===== src/rtl/rgma_pkg.sv =====
// Shared types, codes and default constants of the room group mutex arbiter.
package rgma_pkg;

  localparam int unsigned MaxRoomsDef    = 16;
  localparam int unsigned TicketWidthDef = 16;
  localparam int unsigned RoomW          = 4;
  localparam int unsigned FieldW         = 16;
  localparam int unsigned CfgW           = 5;
  localparam logic [CfgW-1:0] RoomsInUseRst = 5'd16;

  typedef enum logic [1:0] {
    OP_ENTER  = 2'd0,
    OP_EXIT   = 2'd1,
    OP_CHANGE = 2'd2,
    OP_NOP    = 2'd3
  } rgma_op_e;

  // Command broadcast to every counter cell of the chain.
  typedef enum logic [2:0] {
    CMD_NONE   = 3'd0,
    CMD_ARRIVE = 3'd1,
    CMD_OPEN   = 3'd2,
    CMD_DEPART = 3'd3,
    CMD_LOAD   = 3'd4,
    CMD_SCAN   = 3'd5
  } rgma_cmd_e;

  typedef struct packed {
    rgma_cmd_e cmd;
    logic      sel;
  } rgma_cell_ctrl_t;

  typedef struct packed {
    rgma_op_e         opcode;
    logic [RoomW-1:0] room;
  } rgma_req_t;

  typedef struct packed {
    logic              caller_admitted;
    logic [FieldW-1:0] caller_ticket;
    logic              last_leaver;
    logic              active_valid;
    logic [RoomW-1:0]  active_room;
    logic [FieldW-1:0] released_count;
    logic              error;
  } rgma_rsp_t;

endpackage


===== src/rtl/rgma_cell.sv =====
// One room cell: ticket counters of a room and one stage of the scan token ring.
module rgma_cell #(
  parameter int unsigned TicketWidth = rgma_pkg::TicketWidthDef
) (
  input  logic                        clk_i,
  input  logic                        rst_ni,
  input  rgma_pkg::rgma_cell_ctrl_t   ctrl_i,
  input  logic                        tok_i,
  output logic                        tok_o,
  output logic                        hit_o,
  output logic [TicketWidth-1:0]      ticket_o,
  output logic [TicketWidth-1:0]      adm_o,
  output logic [TicketWidth-1:0]      wait_o,
  output logic                        last_o
);

  logic [TicketWidth-1:0] arr_q, arr_d, adm_q, adm_d, dep_q, dep_d;
  logic                   tok_q, tok_d;
  logic [TicketWidth-1:0] arr_inc, dep_inc, diff;
  logic                   waiting, hit;

  assign arr_inc = arr_q + TicketWidth'(1);
  assign dep_inc = dep_q + TicketWidth'(1);
  assign diff    = arr_q - adm_q;
  // A room has waiters when arrivals lead admitted by less than half the ticket range.
  assign waiting = (diff != '0) && !diff[TicketWidth-1];
  assign hit     = (ctrl_i.cmd == rgma_pkg::CMD_SCAN) && tok_q && waiting;

  always_comb begin
    arr_d = arr_q;
    adm_d = adm_q;
    dep_d = dep_q;
    tok_d = tok_q;
    case (ctrl_i.cmd)
      rgma_pkg::CMD_ARRIVE: begin
        if (ctrl_i.sel) arr_d = arr_inc;
      end
      rgma_pkg::CMD_OPEN: begin
        if (ctrl_i.sel) adm_d = arr_q;
      end
      rgma_pkg::CMD_DEPART: begin
        if (ctrl_i.sel) dep_d = dep_inc;
      end
      rgma_pkg::CMD_LOAD: begin
        tok_d = ctrl_i.sel;
      end
      rgma_pkg::CMD_SCAN: begin
        tok_d = tok_i;
        if (hit) adm_d = arr_q;
      end
      default: begin
      end
    endcase
  end

  always_ff @(posedge clk_i or negedge rst_ni) begin
    if (!rst_ni) begin
      arr_q <= '0;
      adm_q <= '0;
      dep_q <= '0;
      tok_q <= 1'b0;
    end else begin
      arr_q <= arr_d;
      adm_q <= adm_d;
      dep_q <= dep_d;
      tok_q <= tok_d;
    end
  end

  assign tok_o    = tok_q;
  assign hit_o    = hit;
  assign ticket_o = ctrl_i.sel ? arr_inc : '0;
  assign adm_o    = ctrl_i.sel ? adm_q : '0;
  assign wait_o   = ((ctrl_i.sel || hit) && waiting) ? diff : '0;
  assign last_o   = ctrl_i.sel && (dep_inc == adm_q);

endmodule


===== src/rtl/rgma_chain.sv =====
// Row of room cells with the token ring links and the wired-OR read-back.
module rgma_chain #(
  parameter int unsigned MaxRooms    = rgma_pkg::MaxRoomsDef,
  parameter int unsigned TicketWidth = rgma_pkg::TicketWidthDef,
  localparam int unsigned RoomIdxW   = (MaxRooms > 1) ? $clog2(MaxRooms) : 1,
  localparam int unsigned CountW     = $clog2(MaxRooms + 1)
) (
  input  logic                    clk_i,
  input  logic                    rst_ni,
  input  rgma_pkg::rgma_cmd_e     cmd_i,
  input  logic [RoomIdxW-1:0]     sel_idx_i,
  input  logic [CountW-1:0]       n_i,
  output logic [TicketWidth-1:0]  ticket_o,
  output logic [TicketWidth-1:0]  adm_o,
  output logic [TicketWidth-1:0]  wait_o,
  output logic                    last_o,
  output logic                    hit_o,
  output logic [RoomIdxW-1:0]     hit_idx_o
);

  logic [MaxRooms-1:0]    tok, tok_in, hit, last;
  logic [TicketWidth-1:0] ticket [MaxRooms];
  logic [TicketWidth-1:0] adm    [MaxRooms];
  logic [TicketWidth-1:0] waitv  [MaxRooms];
  logic                   tok_wrap;
  logic [CountW-1:0]      n_m1;

  assign n_m1 = n_i - CountW'(1);

  // The token leaves the last room in use and comes back to room zero.
  always_comb begin
    tok_wrap = 1'b0;
    for (int j = 0; j < MaxRooms; j++) begin
      if (CountW'(j) == n_m1) tok_wrap = tok_wrap | tok[j];
    end
  end

  for (genvar g = 0; g < MaxRooms; g++) begin : g_cell
    rgma_pkg::rgma_cell_ctrl_t ctrl;

    assign ctrl.cmd = cmd_i;
    assign ctrl.sel = (cmd_i != rgma_pkg::CMD_SCAN) && (sel_idx_i == RoomIdxW'(g));

    if (g == 0) begin : g_head
      assign tok_in[g] = tok_wrap;
    end else begin : g_body
      assign tok_in[g] = tok[g-1] && (CountW'(g) < n_i);
    end

    rgma_cell #(
      .TicketWidth(TicketWidth)
    ) u_cell (
      .clk_i   (clk_i),
      .rst_ni  (rst_ni),
      .ctrl_i  (ctrl),
      .tok_i   (tok_in[g]),
      .tok_o   (tok[g]),
      .hit_o   (hit[g]),
      .ticket_o(ticket[g]),
      .adm_o   (adm[g]),
      .wait_o  (waitv[g]),
      .last_o  (last[g])
    );
  end

  // At most one cell drives nonzero data at a time, so the read-back is an OR.
  always_comb begin
    ticket_o  = '0;
    adm_o     = '0;
    wait_o    = '0;
    hit_idx_o = '0;
    for (int i = 0; i < MaxRooms; i++) begin
      ticket_o = ticket_o | ticket[i];
      adm_o    = adm_o | adm[i];
      wait_o   = wait_o | waitv[i];
      if (hit[i]) hit_idx_o = hit_idx_o | RoomIdxW'(i);
    end
  end

  assign last_o = |last;
  assign hit_o  = |hit;

endmodule


===== src/rtl/room_group_mutex_arbiter_core.sv =====
// Top level of the room group mutex arbiter: command sequencer over the room cell chain.
//
// Group mutual exclusion arbiter. One room at a time is open; each room keeps
// wrapping arrival, admitted and departure tickets in its own cell of a chain.
// A command beat is taken when start is high and busy is low; exactly one
// result beat follows, shown on rsp_o for the single cycle in which done_o is
// high, and the receiver must take it then because it cannot hold results off.
// The block works on one command at a time. A no-op or an exit with no open
// room goes straight to the result, an exit that does not close the batch
// takes a departure step and the result, and an enter takes a ticket update,
// an optional room opening and the result. An exit that closes the batch takes
// the departure step, the token planting, the round-robin search and the
// result step; a change with a room open adds its ticket step in front. A
// token walks the cell chain one room per cycle, so the search covers up to n
// rooms for n rooms in use. Planting the token first takes n away from the
// open room index plus one as long as that is not below n, which happens for
// the last room in use as well as for a room outside the rooms in use. Busy
// drops for one cycle between commands. rooms_in_use is written through
// cfg_we_i and cfg_wdata_i; zero acts as one room and values above MaxRooms
// act as MaxRooms. Room numbers on the input are taken modulo MaxRooms.
module room_group_mutex_arbiter_core #(
  parameter int unsigned MaxRooms    = rgma_pkg::MaxRoomsDef,
  parameter int unsigned TicketWidth = rgma_pkg::TicketWidthDef
) (
  input  logic                            clk_i,
  input  logic                            rst_ni,
  input  logic                            start,
  output logic                            busy,
  input  rgma_pkg::rgma_req_t             req_i,
  output logic                            done_o,
  output rgma_pkg::rgma_rsp_t             rsp_o,
  input  logic                            cfg_we_i,
  input  logic [rgma_pkg::CfgW-1:0]       cfg_wdata_i
);

  localparam int unsigned RoomIdxW = (MaxRooms > 1) ? $clog2(MaxRooms) : 1;
  localparam int unsigned CountW   = $clog2(MaxRooms + 1);
  localparam int unsigned CmpW     = (CountW > rgma_pkg::CfgW) ? CountW : rgma_pkg::CfgW;
  localparam int unsigned RoomCodes = 2 ** rgma_pkg::RoomW;

  typedef enum logic [6:0] {
    S_IDLE   = 7'b0000001,
    S_ENTER  = 7'b0000010,
    S_OPEN   = 7'b0000100,
    S_DEPART = 7'b0001000,
    S_REDUCE = 7'b0010000,
    S_SCAN   = 7'b0100000,
    S_DONE   = 7'b1000000
  } state_e;

  state_e                      state_q, state_d;
  logic                        open_valid_q, open_valid_d;
  logic [RoomIdxW-1:0]         open_room_q, open_room_d;
  logic [rgma_pkg::CfgW-1:0]   rooms_in_use_q;

  rgma_pkg::rgma_op_e          op_q, op_d;
  logic [RoomIdxW-1:0]         room_q, room_d;
  logic [TicketWidth-1:0]      ticket_q, ticket_d;
  logic [TicketWidth-1:0]      rel_q, rel_d;
  logic                        ahead_q, ahead_d;
  logic                        opened_q, opened_d;
  logic                        last_q, last_d;
  logic                        err_q, err_d;
  logic [CountW-1:0]           pos_q, pos_d;
  logic [RoomIdxW-1:0]         k_q, k_d;

  rgma_pkg::rgma_cmd_e         cmd;
  logic [RoomIdxW-1:0]         sel_idx;
  logic [CountW-1:0]           n_c;
  logic [CmpW-1:0]             cfg_ext;
  logic [TicketWidth-1:0]      ticket_c, adm_c, wait_c, diff_c;
  logic                        ahead_c, last_c, hit_c;
  logic [RoomIdxW-1:0]         hit_idx_c;
  logic [RoomIdxW-1:0]         room_mod_tbl [RoomCodes];

  // Input room numbers folded into the rooms that exist.
  for (genvar g = 0; g < RoomCodes; g++) begin : g_room_mod
    assign room_mod_tbl[g] = RoomIdxW'(g % MaxRooms);
  end

  // Effective number of rooms in the round-robin, clamped to one..MaxRooms.
  assign cfg_ext = CmpW'(rooms_in_use_q);
  always_comb begin
    if (rooms_in_use_q == '0) begin
      n_c = CountW'(1);
    end else if (cfg_ext > CmpW'(MaxRooms)) begin
      n_c = CountW'(MaxRooms);
    end else begin
      n_c = CountW'(rooms_in_use_q);
    end
  end

  rgma_chain #(
    .MaxRooms   (MaxRooms),
    .TicketWidth(TicketWidth)
  ) u_chain (
    .clk_i    (clk_i),
    .rst_ni   (rst_ni),
    .cmd_i    (cmd),
    .sel_idx_i(sel_idx),
    .n_i      (n_c),
    .ticket_o (ticket_c),
    .adm_o    (adm_c),
    .wait_o   (wait_c),
    .last_o   (last_c),
    .hit_o    (hit_c),
    .hit_idx_o(hit_idx_c)
  );

  // The new ticket is ahead of admitted when the caller has to queue.
  assign diff_c  = ticket_c - adm_c;
  assign ahead_c = (diff_c != '0) && !diff_c[TicketWidth-1];

  always_comb begin
    state_d      = state_q;
    open_valid_d = open_valid_q;
    open_room_d  = open_room_q;
    op_d         = op_q;
    room_d       = room_q;
    ticket_d     = ticket_q;
    rel_d        = rel_q;
    ahead_d      = ahead_q;
    opened_d     = opened_q;
    last_d       = last_q;
    err_d        = err_q;
    pos_d        = pos_q;
    k_d          = k_q;
    cmd          = rgma_pkg::CMD_NONE;
    sel_idx      = room_q;

    unique case (state_q)
      S_IDLE: begin
        if (start) begin
          op_d     = req_i.opcode;
          room_d   = room_mod_tbl[req_i.room];
          ticket_d = '0;
          rel_d    = '0;
          ahead_d  = 1'b0;
          opened_d = 1'b0;
          last_d   = 1'b0;
          err_d    = 1'b0;
          unique case (req_i.opcode) inside
            rgma_pkg::OP_ENTER, rgma_pkg::OP_CHANGE: begin
              state_d = S_ENTER;
            end
            rgma_pkg::OP_EXIT: begin
              if (open_valid_q) begin
                state_d = S_DEPART;
              end else begin
                err_d   = 1'b1;
                state_d = S_DONE;
              end
            end
            default: begin
              state_d = S_DONE;
            end
          endcase
        end
      end
      S_ENTER: begin
        cmd      = rgma_pkg::CMD_ARRIVE;
        ticket_d = ticket_c;
        ahead_d  = ahead_c;
        if (op_q == rgma_pkg::OP_CHANGE && open_valid_q) begin
          state_d = S_DEPART;
        end else begin
          if (op_q == rgma_pkg::OP_CHANGE) err_d = 1'b1;
          state_d = (ahead_c && !open_valid_q) ? S_OPEN : S_DONE;
        end
      end
      S_OPEN: begin
        cmd          = rgma_pkg::CMD_OPEN;
        rel_d        = wait_c;
        open_valid_d = 1'b1;
        open_room_d  = room_q;
        opened_d     = 1'b1;
        state_d      = S_DONE;
      end
      S_DEPART: begin
        cmd     = rgma_pkg::CMD_DEPART;
        sel_idx = open_room_q;
        if (last_c) begin
          last_d       = 1'b1;
          open_valid_d = 1'b0;
          open_room_d  = '0;
          pos_d        = CountW'(open_room_q) + CountW'(1);
          state_d      = S_REDUCE;
        end else begin
          state_d = S_DONE;
        end
      end
      S_REDUCE: begin
        // Bring the scan start below the rooms in use, then plant the token there.
        sel_idx = pos_q[RoomIdxW-1:0];
        if (pos_q >= n_c) begin
          pos_d = pos_q - n_c;
        end else begin
          cmd     = rgma_pkg::CMD_LOAD;
          k_d     = '0;
          state_d = S_SCAN;
        end
      end
      S_SCAN: begin
        cmd = rgma_pkg::CMD_SCAN;
        if (hit_c) begin
          open_valid_d = 1'b1;
          open_room_d  = hit_idx_c;
          rel_d        = wait_c;
          opened_d     = (hit_idx_c == room_q);
          state_d      = S_DONE;
        end else if (k_q == RoomIdxW'(n_c - CountW'(1))) begin
          if (op_q == rgma_pkg::OP_CHANGE) err_d = 1'b1;
          state_d = S_DONE;
        end else begin
          k_d = k_q + RoomIdxW'(1);
        end
      end
      S_DONE: begin
        state_d = S_IDLE;
      end
      default: begin
        state_d = S_IDLE;
      end
    endcase
  end

  always_ff @(posedge clk_i or negedge rst_ni) begin
    if (!rst_ni) begin
      state_q        <= S_IDLE;
      open_valid_q   <= 1'b0;
      open_room_q    <= '0;
      rooms_in_use_q <= rgma_pkg::RoomsInUseRst;
    end else begin
      state_q      <= state_d;
      open_valid_q <= open_valid_d;
      open_room_q  <= open_room_d;
      if (cfg_we_i) rooms_in_use_q <= cfg_wdata_i;
    end
  end

  always_ff @(posedge clk_i) begin
    op_q     <= op_d;
    room_q   <= room_d;
    ticket_q <= ticket_d;
    rel_q    <= rel_d;
    ahead_q  <= ahead_d;
    opened_q <= opened_d;
    last_q   <= last_d;
    err_q    <= err_d;
    pos_q    <= pos_d;
    k_q      <= k_d;
  end

  assign busy   = (state_q != S_IDLE);
  assign done_o = (state_q == S_DONE);

  // The caller is admitted unless its ticket still queues behind admitted.
  assign rsp_o.caller_admitted = (op_q == rgma_pkg::OP_ENTER || op_q == rgma_pkg::OP_CHANGE)
                                 && (!ahead_q || opened_q);
  assign rsp_o.caller_ticket   = rgma_pkg::FieldW'(ticket_q);
  assign rsp_o.last_leaver     = last_q;
  assign rsp_o.active_valid    = open_valid_q;
  assign rsp_o.active_room     = open_valid_q ? rgma_pkg::RoomW'(open_room_q) : '0;
  assign rsp_o.released_count  = rgma_pkg::FieldW'(rel_q);
  assign rsp_o.error           = err_q;

endmodule


===== config.mk =====
export PLATFORM = sky130hd
export DESIGN_NAME = room_group_mutex_arbiter_core
export DESIGN_NICKNAME = d
export VERILOG_FILES = /design/src/rtl/rgma_pkg.sv /design/src/rtl/rgma_cell.sv /design/src/rtl/rgma_chain.sv /design/src/rtl/room_group_mutex_arbiter_core.sv
export SDC_FILE = /design/constraint.sdc
export NUM_CORES = 2
export LEC_CHECK = 0
export ABC_AREA = 1
export BUFFER_PORTS_ARGS = -buffer_cell sky130_fd_sc_hd__clkbuf_2
export CORE_MARGIN = 1.5
export CORE_UTILIZATION = 45
export DETAILED_ROUTE_END_ITERATION = 8
export PLACE_DENSITY = 0.65
export SLEW_MARGIN = 20
export SYNTH_ARGS = -nofsm -noshare
export SYNTH_HDL_FRONTEND = slang
export SYNTH_HIERARCHICAL = 1
export SYNTH_SLANG_ARGS = --single-unit

===== constraint.sdc =====
create_clock -name clk_i -period 8.4 [get_ports clk_i]
set_clock_uncertainty 0.2 [all_clocks]
set_input_delay 0.84 -clock clk_i [delete_from_list [all_inputs] [get_ports clk_i]]
set_output_delay 0.84 -clock clk_i [all_outputs]
set_load 0.1 [all_outputs]

==> flow_summary_export.csv <==
group,metric,value,unit
timing,slew_headroom,9.560,%
clock_network,cts_max_path_buffers,3,
route,vias,76930,
finish,fill_cells,16820,
synth,synth.top_cells.by_area,"dfrtp_1, nand2_1, inv_1, nand3_1, nor2_1",
synth,synth-edff-count,51,
worst_hold_path,hold_class,"input pin to flop",
clock_network,clk_latency,0.78,ns
die,die_area,0.1653,mm²
route,drtIter0Drc,8602,
timing,fmaxAchievable,0.1336,GHz
job,drv_cap,0,
synth,yosys_warnings,6,
route,wl_per_cell,21.17,µm
synth,synth_area_per_cell,6.317,µm²
global_route,grt_max_degree,148,
setup_path,worstReg2RegStart,"cfg_ext[0]",
global_route,antenna_found_initial,36,
finish,layout_common_cells,"nand2_1, inv_1, nor2_1",
timing,period_needed,7.486,ns
synth,synth-seq-cells,852,
run_status,status,"finished clean",
clock_network,cts_tree,"built",
setup_path,path_class,"flop to flop",
synth,syn-instance-count,11610,
finish,postLayoutCoreUtil,49.63,%
synth,ys_async_sr_fraction,94.01,%
timing,rsz0062_at_grt,"no",
clock_network,cts_setup_buffers,0,
route,wirelength,295000,µm
timing,tns,0,ns
global_route,overflow,0,
global_route,grt_pass1_wl,439200,µm
placement,dpl.hpwl,242000,µm
clock_network,clockRootBuffer,"clkbuf_16",
placement,portBuffers,56,
synth,synth_top_cell_by_area,"dfrtp_1",
power,finalPower,18780,µW
finish,postLayoutCellArea,0.07996,mm²
setup_path,crit_arrival,7.96,ns
worst_hold_path,min_from,"req_i[4]",
clock_network,numCtsBuffers,107,
setup_path,cpPeakStageDelay,0.79,ns
route,antenna_left,0,
timing,finalSetupViolCount,0,
finish,final_nets,12000,
timing,layout_setup_ws,0.9140,ns
synth,syn_nets,11930,
synth,synth_ff_type,"dfrtp_1",
die,core,0.1611,mm²
route,vias_per_cell,5.522,
synth,synth_top_area_share,27.27,%
route,drtPass1Iterations,6,
setup_path,crit_slowest_cell,"nor4_1",
power,vdd_ir_drop_max,0.3636,mV
synth,syn-cell-area,0.07331,mm²
global_route,grt_pass1_vias,69380,
power,p_leak,0.04104,µW
die,start_util,45.50,%
timing,hold_viol,0,
route,drc,0,
clock_network,path_clk_slew,0.06,ns
clock_network,htreeDepth,3,
clock_network,cts.sinks,852,
global_route,track_usage,35.09,%
setup_path,crit_path_frequent_cell,"nand2_1",
setup_path,cp-start-kind,"flop",
die,row_count,147,
finish,syn_to_final_growth,9.069,%
synth,ys_types,63,
die,top_level_ports,57,
die,die_h,406.6,µm
placement,dpl_cell_area,0.07619,mm²
placement,gp_congestion,1.056,
timing,fin_crit_sh,89.12,%
die,die_w,406.6,µm
placement,place_ws,1.161,ns
timing,tightest_slew,1.345,ns
setup_path,worstSetupStartpoint,"cfg_ext[0]",
power,power.density,234.8,mW/mm²
finish,final_common_cell,"nand2_1",
setup_path,crit_fanout,20,
setup_path,end_kind,"flop",
setup_path,crit_required,8.88,ns
timing,drv_slew,0,
finish,drive_gt1_share,6.783,%
synth,ys_seq_area_share,29.43,%
[path summary, 6_finish.rpt]
path	slack [ns]	to	cells after the start
worst max-delay path	0.91	state_q[6]	35
worst min register to register	0.31	u_chain/g_cell[15].u_cell/dep_q[15]	2
min in group asynchronous	0.46	u_chain/g_cell[6].u_cell/dep_q[3]	2
worst min-delay path	0.11	op_q[0]	1
worst max register to register	0.91	state_q[6]	35
max in group asynchronous	5.63	u_chain/g_cell[14].u_cell/dep_q[8]	4
[timing repair]
| item | CTS | global route |
|---|---|---|
| endpoints found under the hold margin | 87 | 0 |
| hold buffers | 1 | 0 |
| resized for setup | 0 | 0 |
[per-stage QoR]
step	hold WS, ns	cells
finish	0.1129	13930
CTS	0.05934	13920
global route	0.09156	13930
global placement	0.2901	13730
detailed placement	0.2992	13730
floorplan	0.2722	11610
[per-layer routing]
metal	share of wire, %	track usage, %
met1	44	49.55
met3	8.8	6.693
met2	42	52.55
met4	4.6	13.75
met5	0.081	0
[state kept, by name, indices dropped and copies added, names as in the netlist]
name                         cells
k_q                              4
cfg_ext                          5
u_chain/g_cell.u_cell/dep_q    256
opened_q                         1
state_q                          7
room_q                           4
u_chain/g_cell.u_cell/arr_q    256
u_chain/g_cell.u_cell/adm_q    256
open_room_q                      4
err_q                            1
ahead_q                          1
open_valid_q                     1
op_q                             2
pos_q                            5
rel_q                           16
ticket_q                        16
u_chain/g_cell.u_cell/tok_o     16
last_q                           1
[synthesized netlist by cell type (8+ instances only)]
cell type,number
nand2_2,88
nand3_1,894
xor2_1,281
conb_1,16
a21oi_2,20
nand2_4,19
xnor2_1,84
nand2_1,3806
o211ai_2,16
nor3_2,26
inv_1,1850
clkinv_1,13
nor4_1,230
fa_1,18
nor2_1,1153
and3_1,17
a21oi_1,290
buf_8,9
nand3_4,16
o31ai_1,11
o21ai_0,567
nor3_1,94
dfrtp_1,799
or2_2,51
buf_2,14
nand3b_1,52
o21ai_1,24
or2_1,12
edfxtp_1,51
buf_6,28
buf_4,35
clkbuf_1,140
nor2_2,38
nand3_2,56
a31o_2,10
o22ai_1,8
ha_1,295
xor2_2,10
and2_1,28
o21bai_1,41
inv_2,40
nand4_1,303
[power breakdown]
part           switching, µW  internal, µW
Combinational           6360          2520
Sequential               503          4460
Clock                   2040          2900
[cell type report]
type / count / area, µm² / share of cell area (%)
Clock buffer: 152 / 3128 / 3.912
Inverter: 1903 / 7143 / 8.933
Tap cell: 2160 / 2703 / 3.380
Antenna cell: 9 / 22.52 / 0.02817
Clock inverter: 46 / 580.6 / 0.7260
Sequential cell: 852 / 21580 / 26.99
Timing Repair Buffer: 193 / 1371 / 1.715
Multi-Input combinational cell: 8618 / 43440 / 54.32
[critical path, delay by kind of cell, from the launching register on]
kind | cells | cell delay (ns)
adder cells (fa/ha/maj) | 2 | 0.73
AO/OA/AOI/OAI | 5 | 1.02
flip-flops | 1 | 0.38
AND/OR/NAND/NOR | 23 | 4.13
buffers and inverters | 5 | 0.93
[logic make-up after synthesis]
| group | after synthesis | synth area share (%) |
|---|---|---|
| AO/OA/AOI/OAI | 1017 | 7.593 |
| buffers and inverters | 2135 | 11.56 |
| flip-flops | 852 | 29.43 |
| adder cells (fa/ha/maj) | 313 | 5.526 |
| multiplexers | 1 | 0.01536 |
| XOR/XNOR | 376 | 4.613 |
| AND/OR/NAND/NOR | 6895 | 41.18 |
| other | 16 | 0.08192 |
(Power assumes the default switching activity.)
